==> config.mk <==
export PLATFORM = sky130hd
export DESIGN_NAME = htpid_target
export DESIGN_NICKNAME = d
export VERILOG_FILES = /design/src/htpid_pkg.sv /design/src/htpid_target.sv
export SDC_FILE = /design/constraint.sdc
export NUM_CORES = 1
export LEC_CHECK = 0
export BUFFER_PORTS_ARGS = -buffer_cell sky130_fd_sc_hd__clkbuf_2
export CAP_MARGIN = 20
export CORE_MARGIN = 1
export CORE_UTILIZATION = 65
export DETAILED_ROUTE_END_ITERATION = 6
export PLACE_DENSITY = 0.92
export SLEW_MARGIN = 20
export SYNTH_ARGS = -nofsm -noshare
export SYNTH_HDL_FRONTEND = slang
export SYNTH_SLANG_ARGS = --single-unit
==> constraint.sdc <==
create_clock -name vclk -period 24.3
set_input_delay 3.645 -clock vclk [all_inputs]
set_output_delay 3.645 -clock vclk [all_outputs]
set_load 0.01 [all_outputs]
==> src/htpid_pkg.sv <==
// Shared types and constants for the heading turn PID controller.
// No dependencies; used by all modules in src.
`timescale 1ns / 1ps

package htpid_pkg;

  localparam int unsigned COEF_W         = 40;
  localparam int unsigned LIMIT_W        = 15;
  localparam int unsigned BAND_W         = 10;
  localparam int unsigned TOL_W          = 4;
  localparam int unsigned HEADING_W      = 16;
  localparam int unsigned SPEED_W        = 16;
  localparam int unsigned ACC_W          = 64;
  localparam int unsigned TARGET_W       = 9;
  localparam int unsigned CFG_IDX_W      = 3;
  localparam int unsigned CFG_DATA_W     = 40;
  localparam int unsigned COEF_FRAC_BITS = 24;

  localparam logic signed [COEF_W-1:0] COEF_NOW_RST   = 40'sd838907403;
  localparam logic signed [COEF_W-1:0] COEF_PREV_RST  = -40'sd838814197;
  localparam logic signed [COEF_W-1:0] COEF_PREV2_RST = 40'sd0;
  localparam logic [LIMIT_W-1:0]       LIMIT_RST      = 15'd6000;
  localparam logic [BAND_W-1:0]        BAND_RST       = 10'd6;
  localparam logic [TOL_W-1:0]         TOL_RST        = 4'd2;

  typedef enum logic {
    OP_START = 1'b0,
    OP_TICK  = 1'b1
  } op_e;

  typedef enum logic [1:0] {
    DIR_RIGHT = 2'd0,
    DIR_LEFT  = 2'd1,
    DIR_BACK  = 2'd2
  } dir_e;

  typedef enum logic [CFG_IDX_W-1:0] {
    CFG_COEF_NOW   = 3'd0,
    CFG_COEF_PREV  = 3'd1,
    CFG_COEF_PREV2 = 3'd2,
    CFG_OUT_LIMIT  = 3'd3,
    CFG_STOP_BAND  = 3'd4,
    CFG_SNAP_TOL   = 3'd5
  } cfg_reg_e;

  typedef struct packed {
    logic                        opcode;
    logic [1:0]                  turn_dir;
    logic signed [HEADING_W-1:0] heading;
  } in_beat_t;

  typedef struct packed {
    logic signed [SPEED_W-1:0] left_speed;
    logic signed [SPEED_W-1:0] right_speed;
    logic                      done_res;
    logic                      active;
  } out_beat_t;

  typedef struct packed {
    logic signed [COEF_W-1:0] coef_now;
    logic signed [COEF_W-1:0] coef_prev;
    logic signed [COEF_W-1:0] coef_prev2;
    logic [LIMIT_W-1:0]       output_limit;
    logic [BAND_W-1:0]        stop_band;
    logic [TOL_W-1:0]         snap_tolerance;
  } cfg_t;

endpackage

==> src/htpid_target.sv <==
// Start-beat target heading: offset by turn direction, truncate to degrees,
// snap to a multiple of 90, wrap to 0..359. Depends on htpid_pkg.
`timescale 1ns / 1ps

module htpid_target #(
  parameter int unsigned HFB = 6
) (
  input  logic [1:0]                            turn_dir_i,
  input  logic signed [htpid_pkg::HEADING_W-1:0] heading_i,
  input  logic [htpid_pkg::TOL_W-1:0]           snap_tol_i,
  output logic [htpid_pkg::TARGET_W-1:0]        target_o
);

  localparam int unsigned XW = (((HFB + 9) > 16) ? (HFB + 9) : 16) + 1;
  localparam int unsigned MW = XW + 1;
  localparam int unsigned KW = MW + 1;
  localparam int unsigned QW = MW - 8;
  localparam int unsigned RS = MW + 9;
  localparam logic [KW-1:0] RECIP = KW'(((64'd1 << RS) + 64'd359) / 64'd360);
  localparam logic [MW-1:0] OFFSET = MW'(64'd360 << (XW - 8));
  localparam logic signed [XW-1:0] QUARTER = XW'(64'd90 << HFB);
  localparam logic signed [XW-1:0] HALF = XW'(64'd180 << HFB);
  localparam logic signed [XW-1:0] ROUND = XW'((64'd1 << HFB) - 64'd1);

  logic signed [XW-1:0] base;
  logic signed [XW-1:0] x;
  logic signed [XW-1:0] xr;
  logic signed [XW-1:0] t;
  logic signed [XW-1:0] ts;
  logic [MW-1:0]        m;
  logic [MW+KW-1:0]     prod;
  logic [QW-1:0]        q;
  logic [MW-1:0]        q360;
  logic [MW-1:0]        r;

  function automatic logic near(input logic signed [XW-1:0] tv,
                                input logic signed [XW-1:0] c,
                                input logic [htpid_pkg::TOL_W-1:0] tol);
    logic signed [XW:0] d;
    logic [XW:0] mag;
    d = {c[XW-1], c} - {tv[XW-1], tv};
    mag = d[XW] ? -d : d;
    return mag <= (XW+1)'(tol);
  endfunction

  always_comb begin
    case (turn_dir_i)
      htpid_pkg::DIR_RIGHT: base = -QUARTER;
      htpid_pkg::DIR_LEFT:  base = QUARTER;
      default:              base = HALF;
    endcase
  end

  assign x  = base + {{(XW-htpid_pkg::HEADING_W){heading_i[htpid_pkg::HEADING_W-1]}}, heading_i};
  assign xr = x[XW-1] ? (x + ROUND) : x;
  assign t  = xr >>> HFB;

  always_comb begin
    if (near(t, XW'(0), snap_tol_i)) begin
      ts = XW'(0);
    end else if (near(t, XW'(90), snap_tol_i)) begin
      ts = XW'(90);
    end else if (near(t, XW'(180), snap_tol_i)) begin
      ts = XW'(180);
    end else if (near(t, XW'(270), snap_tol_i)) begin
      ts = XW'(270);
    end else if (near(t, XW'(360), snap_tol_i)) begin
      ts = XW'(0);
    end else begin
      ts = t;
    end
  end

  // shift to a positive value, then floor(m/360) by reciprocal multiply
  assign m    = {ts[XW-1], ts} + OFFSET;
  assign prod = (MW+KW)'(m) * (MW+KW)'(RECIP);
  assign q    = prod[RS+QW-1:RS];
  assign q360 = (MW'(q) << 8) + (MW'(q) << 6) + (MW'(q) << 5) + (MW'(q) << 3);
  assign r    = m - q360;
  assign target_o = r[htpid_pkg::TARGET_W-1:0];

endmodule

==> metrics.txt <==
status complete, no violations; Die W 117 µm; Distinct cells, synth 110; critical path class input pin to output pin; post-CTS setup buffers 0; sequential fraction of the synthesis area 0%; antenna diode count 0; Tcrit/Tclk final 93.9%; top cells by count, synth inv_1 (183), ha_1 (143), nand2_1 (69), xnor2_1 (66), fa_1 (59); Mapped Cells 1,104; start point of the critical path turn_dir_i[1]; FF/Latch Area 0 µm²; post-route ant nets 0; Required @ worst endpoint 20.65 ns; I/O pins 31; Synth area leader ha_1; die footprint 13,800 µm²; worst hold path type input pin to output pin; most used cell, CP xnor2_1; DR pass1 iterations 6; Port Buffers 31; Yosys Warn Count 0; grt ovf 0; largest cells by area after synthesis ha_1 (21%), fa_1 (14%), inv_1 (7.9%); final hold violation count 0; routed len/inst 21.0 µm; maxcap violations 0; Critical Path End Type output pin; cts repair resizes 0; WHS Endpoint target_o[2]; Tmin final 22.82 ns; 1st-iter DRT viols 1,102; Critical Path AT 19.18 ns; Area after DPL 8920 µm²; Max Fclk 43.8 MHz; fin area 8920 µm²; vias 8,664; post-synth top area share 20.6%; final setup vio count 0; Least-Margin Pin Slew 1.16 ns; core area 12,800 µm²; relative slew slack 22.1%; hold_sp snap_tol_i[0]; antenna violations before repair 0; Setup TNS 0 ns; Slew Viols, Final 0; Post-DP HPWL 22,400 µm; Final WS setup 1.48 ns; Initial Util 67.6%; RSZ-0062 raised after global routing false; fin nets 1,332; Syn Nets 1,328; num sequential 0; startpoint types input pin; syn avg cell area 7.85 µm²; synthesized area 8670 µm²; vias in the first global route 8,271; Vert. Die Dim 117 µm; vias per cell 6.78; row count 41; residual DRC count 0; RD Place Congestion 1.15; first-pass GRT wire length 43,100 µm; hold buffer count at cts 0; final wirelength 26,800 µm; Worst Hold Path Cells 8; Crit Path Max Fanout 23; layout cells sized above 1 9.58%; Area Growth Syn to Fin 2.90%; # clk buffers 0; max incr delay on CP 0.92 ns; largest net degree at the start of global routing 30; all-layer global routing usage 38.6%; pre-CTS setup slack 1.78 ns; CP max stage cell nor2_1; top-count cell post-synth inv_1
-- routing by layer --
layer  global-route usage (%)  vias to the layer above  wire length (µm)
li1                         -                     3945                 -
met1                     52.9                     4021             10900
met2                     58.9                      597             11300
met3                     10.0                      101              3520
met4                     12.4                        0              1140
met5                        0                        -                 0
-- worst max path at each step --
stage	to	slack [ns]	depth (start not counted)
floorplan	target_o[8]	4.05	64
global placement	target_o[8]	2.33	62
detailed placement	target_o[8]	1.78	62
CTS	target_o[8]	1.81	62
global route	target_o[8]	0.59	62
finish	target_o[8]	1.48	62
-- cell type report --
class              count  area [µm²]
repair buffers        38         208
inverters            185         697
multi-input cells    883        7800
well taps            172         215
fillers             1081        3900
-- metrics by stage --
stage	util, %	hold slack, ns	instances
6_report	69.6	8.64	1278
5_1_grt	69.6	8.65	1278
4_1_cts	69.6	8.62	1278
3_5_place_dp	69.6	8.62	1278
3_3_place_gp	69.6	8.59	1278
2_1_floorplan	-	8.14	1104
-- cell usage in the layout (no fill, tap or decap), drive strengths merged, types with 5 or more instances in the layout --
| cell | synthesis | routed |
|---|---|---|
| mux2i | 10 | 10 |
| nand2b | 14 | 14 |
| fa | 59 | 59 |
| a21oi | 54 | 54 |
| buf | 22 | 7 |
| xnor2 | 73 | 73 |
| a21boi | 9 | 9 |
| nor2 | 59 | 59 |
| a41oi | 7 | 7 |
| a22oi | 6 | 6 |
| or3 | 5 | 5 |
| clkbuf | 14 | 31 |
| and2 | 13 | 13 |
| a211oi | 17 | 17 |
| nand4 | 18 | 18 |
| nor4 | 9 | 9 |
| inv | 185 | 185 |
| nand3 | 34 | 34 |
| o21ai | 46 | 46 |
| a31oi | 8 | 8 |
| xor2 | 15 | 15 |
| o22ai | 10 | 10 |
| nor2b | 11 | 11 |
| o211ai | 14 | 14 |
| nor3 | 25 | 25 |
| ha | 143 | 143 |
| o31ai | 6 | 6 |
| a21o | 23 | 23 |
| nand2 | 71 | 71 |
| a211o | 7 | 7 |
| o21a | 7 | 7 |
| a311oi | 7 | 7 |
| and3 | 8 | 8 |
| or4 | 5 | 5 |
-- cells by family after synthesis --
kind of cell | after synthesis | synth area share (%)
xor gates and xnor gates | 89 | 9.97
buffers and inverters | 221 | 10.1
and+or+nand+nor | 296 | 18.7
AOI/OAI and AO/OA | 282 | 25.3
adders and majority gates | 203 | 34.4
muxes | 13 | 1.54
-- worst max-delay path: cells and delay by family --
family                     cells  cell delay (ns)
AOI/OAI and AO/OA             19             4.51
buffers and inverters         10             0.87
and+or+nand+nor               11             2.91
adders and majority gates     13             5.67
xor gates and xnor gates       9             1.52
Power is left out: the tool's default activity adds up to more than one toggle a clock period on the data nets, which glitch-free logic cannot reach.
